[src/hdl/b64e_pkg.sv]
// Shared types, constants and the character mapping function of the base64 encoder.
package b64e_pkg;

	localparam int QUEUE_DEPTH = 2;

	localparam logic [7:0] PAD_CHAR = 8'h3d;

	typedef struct packed {
		logic [7:0] data_byte;
		logic       final_byte;
	} byte_item_t;

	typedef struct packed {
		logic [7:0] out_char;
		logic       last_char;
	} char_item_t;

	// One byte's worth of output: up to four characters, count kept minus one.
	typedef struct packed {
		logic [3:0][7:0] chars;
		logic [1:0]      cnt_m1;
		logic            last;
	} job_t;

	function automatic logic [7:0] sym(input logic [5:0] six);
		logic [7:0] v;
		v = {2'b00, six};
		if (six < 6'd26)
			return 8'h41 + v;
		else if (six < 6'd52)
			return 8'h61 + v - 8'd26;
		else if (six < 6'd62)
			return 8'h30 + v - 8'd52;
		else if (six == 6'd62)
			return 8'h2b;
		else
			return 8'h2f;
	endfunction

endpackage

[src/hdl/b64e_front.sv]
// Front end: takes input bytes, tracks group phase and builds character jobs.
module b64e_front (
	input  logic                clk,
	input  logic                arst_n,
	input  logic                byte_valid,
	output logic                byte_ready,
	input  b64e_pkg::byte_item_t byte_item,
	input  logic                q_full,
	output logic                push,
	output b64e_pkg::job_t      push_job
);
	import b64e_pkg::*;

	localparam logic [1:0] PH0 = 2'd0;
	localparam logic [1:0] PH1 = 2'd1;
	localparam logic [1:0] PH2 = 2'd2;

	logic [1:0] phase_q, phase_d;
	logic [3:0] left_q, left_d;
	logic [7:0] b;
	logic       fin;

	assign byte_ready = !q_full;
	assign push       = byte_valid && byte_ready;
	assign b          = byte_item.data_byte;
	assign fin        = byte_item.final_byte;

	always_comb begin
		push_job.chars  = {4{PAD_CHAR}};
		push_job.cnt_m1 = 2'd0;
		push_job.last   = 1'b0;
		phase_d         = PH0;
		left_d          = 4'd0;
		unique case (phase_q)
			PH1: begin
				push_job.chars[0] = sym({left_q[1:0], b[7:4]});
				if (fin) begin
					push_job.chars[1] = sym({b[3:0], 2'b00});
					push_job.cnt_m1   = 2'd2;
					push_job.last     = 1'b1;
				end else begin
					left_d  = b[3:0];
					phase_d = PH2;
				end
			end
			PH2: begin
				push_job.chars[0] = sym({left_q, b[7:6]});
				push_job.chars[1] = sym(b[5:0]);
				push_job.cnt_m1   = 2'd1;
				push_job.last     = fin;
			end
			default: begin
				push_job.chars[0] = sym(b[7:2]);
				if (fin) begin
					push_job.chars[1] = sym({b[1:0], 4'b0000});
					push_job.cnt_m1   = 2'd3;
					push_job.last     = 1'b1;
				end else begin
					left_d  = {2'b00, b[1:0]};
					phase_d = PH1;
				end
			end
		endcase
	end

	always_ff @(posedge clk or negedge arst_n) begin
		if (!arst_n) begin
			phase_q <= PH0;
			left_q  <= 4'd0;
		end else if (push) begin
			phase_q <= phase_d;
			left_q  <= left_d;
		end
	end

endmodule

[src/hdl/b64e_queue.sv]
// Small job queue between front end and character output.
module b64e_queue #(
	parameter int DEPTH = b64e_pkg::QUEUE_DEPTH
) (
	input  logic           clk,
	input  logic           arst_n,
	input  logic           push,
	input  b64e_pkg::job_t push_job,
	output logic           full,
	input  logic           pop,
	output logic           head_valid,
	output b64e_pkg::job_t head_job
);
	import b64e_pkg::*;

	localparam int AW = (DEPTH > 1) ? $clog2(DEPTH) : 1;
	localparam int CW = $clog2(DEPTH + 1);
	localparam logic [AW-1:0] LAST_PTR = AW'(DEPTH - 1);
	localparam logic [CW-1:0] FULL_CNT = CW'(DEPTH);

	job_t          mem_q [DEPTH];
	logic [AW-1:0] wr_ptr_q, rd_ptr_q;
	logic [CW-1:0] cnt_q;

	assign full       = cnt_q == FULL_CNT;
	assign head_valid = cnt_q != '0;
	assign head_job   = mem_q[rd_ptr_q];

	always_ff @(posedge clk) begin
		if (push)
			mem_q[wr_ptr_q] <= push_job;
	end

	always_ff @(posedge clk or negedge arst_n) begin
		if (!arst_n) begin
			wr_ptr_q <= '0;
			rd_ptr_q <= '0;
			cnt_q    <= '0;
		end else begin
			if (push)
				wr_ptr_q <= (wr_ptr_q == LAST_PTR) ? '0 : wr_ptr_q + 1'b1;
			if (pop)
				rd_ptr_q <= (rd_ptr_q == LAST_PTR) ? '0 : rd_ptr_q + 1'b1;
			if (push && !pop)
				cnt_q <= cnt_q + 1'b1;
			else if (pop && !push)
				cnt_q <= cnt_q - 1'b1;
		end
	end

endmodule

[src/hdl/b64e_back.sv]
// Back end: walks the head job one character per cycle, while the output is not stalled, into the output register.
module b64e_back (
	input  logic                 clk,
	input  logic                 arst_n,
	input  logic                 head_valid,
	input  b64e_pkg::job_t       head_job,
	output logic                 pop,
	output logic                 char_valid,
	input  logic                 char_ready,
	output b64e_pkg::char_item_t char_item
);
	import b64e_pkg::*;

	logic [1:0] idx_q;
	logic       out_valid_q;
	char_item_t out_item_q;
	logic       load;
	logic       at_end;

	assign load       = head_valid && (!out_valid_q || char_ready);
	assign at_end     = idx_q == head_job.cnt_m1;
	assign pop        = load && at_end;
	assign char_valid = out_valid_q;
	assign char_item  = out_item_q;

	always_ff @(posedge clk) begin
		if (load) begin
			out_item_q.out_char  <= head_job.chars[idx_q];
			out_item_q.last_char <= head_job.last && at_end;
		end
	end

	always_ff @(posedge clk or negedge arst_n) begin
		if (!arst_n) begin
			idx_q       <= 2'd0;
			out_valid_q <= 1'b0;
		end else begin
			if (load)
				idx_q <= at_end ? 2'd0 : idx_q + 2'd1;
			if (load)
				out_valid_q <= 1'b1;
			else if (char_ready)
				out_valid_q <= 1'b0;
		end
	end

endmodule

[src/hdl/base64_stream_encoder_core.sv]
// Top level of the streaming base64 encoder.
// Takes one raw byte per item, with a flag on the last byte of a message, and
// gives standard-alphabet base64 characters, '=' padded to a four-character
// group, with last_char set on the final character of each message. A byte is
// accepted whenever the job queue (QUEUE_DEPTH entries) has room; each byte
// yields one to four characters and the output port gives one character per
// cycle while char_ready is high, so sustained throughput is set by that port.
// An accepted byte's job is written into the queue, and its characters then
// leave through the back end's output register.
// QUEUE_DEPTH must be 2 or more.
module base64_stream_encoder_core #(
	parameter int QUEUE_DEPTH = b64e_pkg::QUEUE_DEPTH
) (
	input  logic                 clk,
	input  logic                 arst_n,
	input  logic                 byte_valid,
	output logic                 byte_ready,
	input  b64e_pkg::byte_item_t byte_item,
	output logic                 char_valid,
	input  logic                 char_ready,
	output b64e_pkg::char_item_t char_item
);
	import b64e_pkg::*;

	logic push, pop, q_full, head_valid;
	job_t push_job, head_job;

	b64e_front u_front (
		.clk        (clk),
		.arst_n     (arst_n),
		.byte_valid (byte_valid),
		.byte_ready (byte_ready),
		.byte_item  (byte_item),
		.q_full     (q_full),
		.push       (push),
		.push_job   (push_job)
	);

	b64e_queue #(
		.DEPTH (QUEUE_DEPTH)
	) u_queue (
		.clk        (clk),
		.arst_n     (arst_n),
		.push       (push),
		.push_job   (push_job),
		.full       (q_full),
		.pop        (pop),
		.head_valid (head_valid),
		.head_job   (head_job)
	);

	b64e_back u_back (
		.clk        (clk),
		.arst_n     (arst_n),
		.head_valid (head_valid),
		.head_job   (head_job),
		.pop        (pop),
		.char_valid (char_valid),
		.char_ready (char_ready),
		.char_item  (char_item)
	);

endmodule

[config.mk]
export PLATFORM = sky130hd
export DESIGN_NAME = base64_stream_encoder_core
export DESIGN_NICKNAME = d
export VERILOG_FILES = /design/src/hdl/b64e_pkg.sv /design/src/hdl/b64e_front.sv /design/src/hdl/b64e_queue.sv /design/src/hdl/b64e_back.sv /design/src/hdl/base64_stream_encoder_core.sv
export SDC_FILE = /design/constraint.sdc
export NUM_CORES = 1
export LEC_CHECK = 0
export CAP_MARGIN = 20
export CORE_MARGIN = 2
export CORE_UTILIZATION = 32
export DETAILED_ROUTE_END_ITERATION = 16
export DONT_BUFFER_PORTS = 1
export GPL_TIMING_DRIVEN = 0
export PLACE_DENSITY_LB_ADDON = 0.08
export SETUP_SLACK_MARGIN = 0.4
export SYNTH_ARGS = -nofsm -noshare
export SYNTH_HDL_FRONTEND = slang
export SYNTH_HIERARCHICAL = 1
export SYNTH_SLANG_ARGS = --single-unit
[constraint.sdc]
create_clock -name clk -period 7.95 [get_ports clk]
set_input_delay 1.59 -clock clk [delete_from_list [all_inputs] [get_ports clk]]
set_output_delay 1.59 -clock clk [all_outputs]
set_load 0.1 [all_outputs]
==> out/metrics.cfg, run 1 <==
[power_and_ir_drop]
sequentialPowerShare=0.418
p_int_w=0.00142
p_comb_frac=0.401
ir_worst_vdd_v=0.000127
leakage_nw=2.54
p_per_area_nw_per_um2=352
p_clk_frac=0.181
p_switching_w=0.000938
swShare=0.399

[timing]
finalCritPeriodShare=0.463
slew_headroom=0.395
finClkSkew_ps=12.1
setup_viol=0
tns_ps=0
fmax_mhz=272
timing.final.hold_violations=0
worst_pin_slew_ps=908
rsz0062_at_grt=no
slew_viol_final=0
fin_crit_ps=3680

[setup_path]
cp_data_arrival_time_ps=3740
cp_data_required_time_ps=8010
end_kind=flop
path_class=in2reg
path_max_fanout=10
start_kind=input pin

[logic_synthesis]
yosys_register_bits=92
yosysUniqueCellTypes=72
ys_warn_count=6
synth_most_common_cell=edfxtp_1
synth.yosys.seq_area_share=0.451
syn-instance-count=517
synth_edf_count=79
synthArstFlopShare=0.141
synth-simple-area-share=0.114
synth_top_area_frac=0.397
synth_compound_area_frac=0.139
synth_top_family_by_area=compound AO/OA/AOI/OAI gates
ys.flop_type=edfxtp_1
yosys.area.top_type=edfxtp_1
synth_area_leaders=edfxtp_1 40%, mux2_4 7.3%, dfrtp_1 5.4%
synthMuxAreaShare=0.132
synthXorXnorAreaFrac=0.0381
synthAdderAreaFrac=0.0439
yosys-top-cells-count=79 x edfxtp_1, 30 x a21oi_1, 29 x mux2_4, 28 x nand2_1, 23 x nand3_1
avgSynthCellArea_sq_um=11.6
syn_area_sq_um=5980

[routing]
top_layer=met4
wl_per_cell_um=19.4
drt_iter0_drc=288
drc=0
vias_per_cell=5.22
dr.pass1.iters=5
ant_nets=0
drt_wl_total_um=15200
vias=4091
wl_met3_um=606
dr_wl_met2_um=7570
drt-met1-wl_um=6860

[global_routing]
grt_pass1_vias=4121
antenna_found_initial=0
grt_pass1_wl_um=24000
track_usage=0.158
grt_max_degree=33
grt_overflow=0

[cts]
post_cts_resized=0
clock-sinks=92
path_clk_slew_ps=70
htreeDepth=3
clk-insertion-delay-late_ps=340
postCtsSetupBuffers=0
holdBufCountCts=0
cts-root-buf=clkbuf_16
cts_buffers=9
cts_tree=yes
clock_tree.buffer_depth=2

[placement]
dpl_cell_area_sq_um=6380
place_congestion=0.887
portBuffers=0
hpwl_um=11300

[floorplan]
fp.dieArea_sq_um=19800
fp.dieW_um=141
die_h_um=141
start_util=0.323
rows=50
ios=24
core_area_sq_um=18500

[layout]
num_antenna_cells=0
area_delta_synth_final_pct=11.7
drive_gt1_frac=0.228
fin_area_sq_um=6680
fin_nets=578

[outcome]
status=complete, no violations

[run]
maxCapViolCount=0

[worst_hold_path]
min_path_type=reg2reg

[final timing paths]
kind | to | slack [ps] | depth (start not counted) | startpoint
min | u_queue/cnt_q[1]$_DFFE_PN0P_ | 490 | 1 | u_queue/cnt_q[1]$_DFFE_PN0P_
max reg2reg | u_queue/mem_q[0][15]$_DFFE_PP_ | 4970 | 6 | u_queue/cnt_q[1]$_DFFE_PN0P_
max in group asynchronous | u_front/phase_q[0]$_DFFE_PN0P_ | 6930 | 0 | arst_n
min reg2reg | u_queue/cnt_q[1]$_DFFE_PN0P_ | 490 | 1 | u_queue/cnt_q[1]$_DFFE_PN0P_
min in group asynchronous | u_front/left_q[1]$_DFFE_PN0P_ | 950 | 0 | arst_n
max | u_queue/mem_q[0][5]$_DFFE_PP_ | 4270 | 9 | byte_item[5]
[routing by layer]
layer,vias up,GRT usage
met1,1984,0.214
met3,10,0.0187
met4,0,0.0474
li1,1968,-
met5,-,0
met2,129,0.267
[kinds of logic (layout without fill, tap and decap cells)]
| logic type | after synthesis | after routing |
|---|---|---|
| buffers and inverters | 74 | 92 |
| xor gates and xnor gates | 26 | 26 |
| muxes | 53 | 53 |
| and+or+nand+nor | 127 | 127 |
| other | 2 | 16 |
| DFF | 92 | 92 |
| AOI/OAI and AO/OA | 122 | 122 |
| adders and majority gates | 21 | 21 |
[power by group through the flow]
stage / Sequential, W / Combinational, W / Clock [W]
floorplan: 0.000983 / 0.000714 / 0
detailed placement: 0.000997 / 0.000960 / 0
CTS: 0.000988 / 0.000961 / 0.000439
global placement: 0.000999 / 0.000931 / 0
finish: 0.000985 / 0.000945 / 0.000425
global route: 0.00100 / 0.00103 / 0.000459
[critical path: stages]
cell	delay, ps
buf_2	170
buf_2	280
inv_1	120
ha_1	300
nand2b_1	290
a21oi_1	330
a211o_1	190
o31ai_1	100
a211o_1	370
[cells in the final DEF (no fill, tap or decap), drive strengths merged, types with 10 or more instances in the layout]
| master | Yosys | layout |
|---|---|---|
| nand2b | 10 | 10 |
| dfrtp | 13 | 13 |
| clkbuf | 6 | 16 |
| buf | 46 | 48 |
| ha | 21 | 21 |
| edfxtp | 79 | 79 |
| nand3 | 23 | 23 |
| or3 | 10 | 10 |
| o21ai | 28 | 28 |
| nor2 | 19 | 19 |
| mux2 | 36 | 36 |
| a21oi | 32 | 32 |
| nand2 | 29 | 29 |
| conb | 2 | 16 |
| inv | 22 | 24 |
| xnor2 | 17 | 17 |
[cell type report]
class,instances,area [sq um]
buffer,52,400
sequential,92,2700
inverter,22,82.6
tap,234,293
clock inverter,6,71.3
timing repair buffer,2,47.5
fill,1831,11800
clock buffer,10,229
multi-input combinational,365,2860
[sequential cells by signal, summed over array words and instances (netlist names)]
register / count
u_queue/wr_ptr_q: 1
u_queue/cnt_q: 2
u_front/left_q: 4
u_front/phase_q: 2
u_back/idx_q: 2
u_back/char_valid: 1
u_queue/mem_q: 70
u_queue/rd_ptr_q: 1
u_back/char_item: 9
[per-stage QoR]
stage,setup slack [ps],instances,power [W],utilization,hold slack (ps)
global placement,2650,765,0.00193,0.342,467
detailed placement,3970,767,0.00196,0.345,480
floorplan,3920,531,0.00170,-,447
finish,4270,783,0.00235,0.361,489
global route,4120,783,0.00249,0.361,529
CTS,4320,783,0.00239,0.361,492
Note: power is estimated with default switching activity, not from simulation.
==> run 2, diff against run 1 <==
==> constraint.sdc (replaced) <==
create_clock -name clk -period 3.4 [get_ports clk]
set_input_delay 0.68 -clock clk [delete_from_list [all_inputs] [get_ports clk]]
set_output_delay 0.68 -clock clk [all_outputs]
set_load 0.1 [all_outputs]
==> run 2 against run 1 <==
Effect of this change:
- register-to-register slack worse by 4400 ps
- clock-buffer cell count shrank 1
- power increased by 130%
- final cell count stayed put
- hold slack lost 460 ps
- flip-flop and latch count unchanged
- combinational power rose by 130%
- via count rose by 1.2%
- sequential power rose by 130%
- clock skew decreased by 5.5 ps
- sequential share of layout area rose by 0.098 points
- non-clock buffer count did not move
- largest cell class unchanged
- largest power group unchanged
==> out/metrics.cfg, run 2 (same netlist as run 1, synthesis figures left out) <==
[outcome]
status=complete, no violations

[timing]
fin_crit_ps=2810
layout_setup_ws_ps=591
worst_pin_slew_ps=931
finalCritPeriodShare=0.826
slew_viol_final=0
rsz0062_at_grt=no
tns_ps=0
slew_headroom=0.379
fmax_mhz=356
finClkSkew_ps=6.58
timing.final.hold_violations=0
setup_viol=0

[setup_path]
cp_data_arrival_time_ps=2840
cp_data_required_time_ps=3440
path_max_fanout=29
crit_chain=nor2b_1 > inv_1 > nand2_1 > inv_1 > nor2b_4 > buf_12
slowest_delay_ps=620
worst_path_max_delay_cell=inv_1
path_class=reg2reg
worst_path_most_repeated_cell=inv_1
start_kind=flop
end_kind=flop

[layout]
fill_cells=1830
num_antenna_cells=0
layout_common_cells=79 x edfxtp_1, 30 x a21oi_1, 29 x mux2_4, 28 x nand2_1, 23 x nand3_1
fin_area_sq_um=6670
final_common_cell=edfxtp_1
area_delta_synth_final_pct=11.5
top_register=u_queue/mem_q
fin_nets=578
largest_reg_flops=70
drive_gt1_frac=0.231

[routing]
drt_iter0_drc=318
drt_wl_total_um=15000
wl_per_cell_um=19.2
vias_per_cell=5.29
vias=4139
ant_nets=0
dr.pass1.iters=5
drc=0

[cts]
holdBufCountCts=0
path_clk_slew_ps=70
clock_tree.buffer_depth=2
cts_tree=yes
cts_buffers=9
clk-insertion-delay-late_ps=340
cts-root-buf=clkbuf_16
clock-sinks=92
htreeDepth=3
post_cts_resized=0
postCtsSetupBuffers=0

[global_routing]
grt_max_degree=30
grt_overflow=0
antenna_found_initial=0
track_usage=0.157
grt_pass1_vias=4119
grt_pass1_wl_um=23900

[run]
maxCapViolCount=0

[floorplan]
start_util=0.323
fp.dieW_um=141
die_h_um=141
fp.dieArea_sq_um=19800
core_area_sq_um=18500
ios=24
rows=50

[power_and_ir_drop]
ir_worst_vdd_v=0.000265
p_per_area_nw_per_um2=819
leakage_nw=2.53

[placement]
place_congestion=0.869
dpl_cell_area_sq_um=6380
hpwl_um=11300
portBuffers=0
dp_slack_ps=310

[worst_hold_path]
min_path_type=in2async

## run 2: cell type report
class | count | area [sq um] | area share
Inverter | 22 | 82.6 | 0.0124
Timing Repair Buffer | 2 | 40.0 | 0.00600
Buffer | 52 | 400 | 0.0600
Sequential cell | 92 | 2700 | 0.405
Clock buffer | 9 | 225 | 0.0338
Tap cell | 234 | 293 | 0.0439
Clock inverter | 7 | 65.1 | 0.00976
Multi-Input combinational cell | 365 | 2860 | 0.430
## run 2: layer usage
layer / part of all wire / global-route usage / vias up
met3: 0.039 / 0.0231 / 23
met4: 0.022 / 0.0553 / 0
met2: 0.49 / 0.263 / 110
met1: 0.45 / 0.208 / 2023
li1: - / - / 1983
met5: 0 / 0 / -
## run 2: per-stage QoR
step / total power (W) / hold WS, ps / std cells / util
after floorplan: 0.00397 / 384 / 531 / -
after global placement: 0.00451 / 385 / 765 / 0.342
after detailed placement: 0.00457 / 385 / 767 / 0.344
after CTS: 0.00554 / 14.6 / 783 / 0.360
after global routing: 0.00580 / 9.91 / 783 / 0.360
final: 0.00546 / 31.0 / 783 / 0.360
## run 2: worst max-delay path, delay by kind of cell (launching register included)
family	cells	cell delay, ps
buffers and inverters	3	1180
AND/OR/NAND/NOR	3	900
flip-flops	1	400
## run 2: where the power goes
group / internal, W / switching (W) / total (W)
clock network: 0.000513 / 0.000432 / 0.000944
registers: 0.00173 / 0.000571 / 0.00230
logic: 0.000998 / 0.00122 / 0.00221
## run 2: worst paths after layout
kind	start	slack (ps)	end	depth (start not counted)
setup / recovery	u_queue/cnt_q[1]$_DFFE_PN0P_	590	u_queue/mem_q[0][19]$_DFFE_PP_	6
hold / removal	arst_n	30	u_front/phase_q[1]$_DFFE_PN0P_	0
setup reg to reg	u_queue/cnt_q[1]$_DFFE_PN0P_	590	u_queue/mem_q[0][19]$_DFFE_PP_	6
hold reg to reg	u_queue/cnt_q[1]$_DFFE_PN0P_	500	u_queue/cnt_q[1]$_DFFE_PN0P_	1
max in group asynchronous	arst_n	3290	u_back/char_valid$_DFFE_PN0P_	0
min in group clk	u_queue/cnt_q[1]$_DFFE_PN0P_	500	u_queue/cnt_q[1]$_DFFE_PN0P_	1
==> run 3, diff against run 2 <==
==> constraint.sdc (replaced) <==
create_clock -name clk -period 2.3 [get_ports clk]
set_input_delay 0.46 -clock clk [delete_from_list [all_inputs] [get_ports clk]]
set_output_delay 0.46 -clock clk [all_outputs]
set_load 0.1 [all_outputs]
==> run 3 against run 2 <==
Effect of this change:
- hold slack better by 280 ps
- combinational power up 95%
- non-clock buffer count up 43
- critical path depth up 1
- via count up 4.3%
- utilization up 6.3 points
- clock skew about the same
- first-iteration DRC count down 2.5%
- largest cell class unchanged
==> out/metrics.cfg, run 3 (same netlist as run 1, synthesis figures left out) <==
[layout]
num_antenna_cells=0
final_util=0.423
layout_common_cells=79 x edfxtp_1, 55 x buf_4, 29 x mux2_4, 24 x nand2_1, 20 x nand3_1
drive_gt1_frac=0.415
top_register=u_queue/mem_q
final_common_cell=edfxtp_1
area_delta_synth_final_pct=30.8
largest_reg_flops=70
fill_cells=1750
fin_nets=623
fin_cells=827

[placement]
place_congestion=0.888
portBuffers=0
hpwl_um=11300
dp.cells=765

[setup_path]
path_max_fanout=7
cp_data_required_time_ps=2350
worst_path_max_delay_cell=dfrtp_2
path_class=reg2reg
crit_family=simple AND/OR/NAND/NOR gates
r2r-start=u_front/left_q[1]$_DFFE_PN0P_
crit_chain=ha_4 > buf_6 > nor2b_4 > or3_4 > a211o_1 > nand4_1 > a32oi_2
start_kind=flop
slowest_delay_ps=450
cp-startpoint=u_front/left_q[1]$_DFFE_PN0P_
crit_buf_inv=1
cp_data_arrival_time_ps=2150
end_kind=flop

[timing]
rsz0062_at_grt=yes
tns_ps=0
worst_pin_slew_ps=895
slew_headroom=0.404
finalCritPeriodShare=0.915
setup_viol=0
timing.final.hold_violations=0
fin_crit_ps=2100
hold_ws_ps=314
slew_viol_final=0
finClkSkew_ps=6.29
fmax_mhz=475

[routing]
top_layer=met4
drt_wl_total_um=16500
drt-met1-wl_um=7320
wl_per_cell_um=20.0
wl_met3_um=531
drc=0
vias_per_cell=5.22
vias=4315
drt_iter0_drc=310
dr.pass1.iters=5
dr_wl_met2_um=8350
ant_nets=0

[power_and_ir_drop]
p_per_area_nw_per_um2=1170
ir_worst_vdd_v=0.000440
leakage_nw=2.93

[cts]
cts_buffers=9
clock_tree.buffer_depth=2
clk-insertion-delay-late_ps=330
cts-root-buf=clkbuf_16
htreeDepth=3
cts_tree=yes
path_clk_slew_ps=60
clock-sinks=92

[global_routing]
track_usage=0.169
grt_overflow=0
antenna_found_initial=0
grt_pass1_wl_um=25500
grt_pass1_vias=4192
grt_max_degree=19

[floorplan]
die_h_um=141
ios=24
fp.dieArea_sq_um=19800
rows=50
core_area_sq_um=18500
fp.dieW_um=141
start_util=0.323

[worst_hold_path]
min_path_type=in2reg
hold_start=byte_item[0]

[outcome]
status=complete, no violations

[run]
maxCapViolCount=0

run 3: cell count changes in the layout (fill, tap and decap cells not counted), moves of 7 or more:
cell / delta
a21oi_1: -11
a21oi_2: +8
buf_2: -9
buf_4: +33
buf_8: +7
ha_1: -13
ha_4: +12
inv_1: -8
run 3: cell type report:
class                   instances  area, sq um  share of cell area
multi-input cells             367         3360               0.430
repair buffers                 45          502              0.0641
plain buffers                  52          523              0.0668
well taps                     234          293              0.0374
inverters                      22          150              0.0192
flip-flops and latches         92         2710               0.346
clock inverters                 6         65.1             0.00831
clock buffers                   9          225              0.0288
run 3: path summary, 6_finish.rpt:
kind	endpoint	slack (ps)	depth (start not counted)
min in group asynchronous	u_queue/cnt_q[1]$_DFFE_PN0P_	600	1
worst max register to register	u_queue/mem_q[1][8]$_DFFE_PP_	200	7
worst min register to register	u_queue/cnt_q[1]$_DFFE_PN0P_	490	1
worst max-delay path	u_queue/mem_q[1][8]$_DFFE_PP_	200	7
worst min-delay path	u_queue/mem_q[0][0]$_DFFE_PP_	310	1
max in group asynchronous	u_back/char_valid$_DFFE_PN0P_	1200	1
run 3: power by group:
part | leakage [nW] | internal, W | switching (W) | total [W]
logic | 1.89 | 0.00217 | 0.00213 | 0.00430
registers | 0.896 | 0.00257 | 0.000878 | 0.00345
clock network | 0.142 | 0.000837 | 0.000597 | 0.00143
total | 2.93 | 0.00558 | 0.00360 | 0.00919
run 3: through the flow:
step	power, W	area [sq um]	setup WS [ps]
2_1_floorplan	0.00598	6320	206
3_3_place_gp	0.00677	6610	-253
3_5_place_dp	0.00681	6610	-228
4_1_cts	0.00900	7490	161
5_1_grt	0.00969	7830	141
6_report	0.00919	7830	196
run 3: repair_timing:
item	4_1_cts	5_1_grt
pin swaps	18	16
cloned	7	0
hold endpoints to repair	13	0
hold buffers	1	0
setup endpoints to repair	94	110
gates resized for setup	55	45
buffers inserted	21	18
run 3: per-layer routing:
| metal | global-route usage | up-vias |
|---|---|---|
| met2 | 0.285 | 99 |
| met5 | 0 | - |
| met3 | 0.0248 | 21 |
| li1 | - | 2065 |
| met1 | 0.224 | 2130 |
| met4 | 0.0553 | 0 |
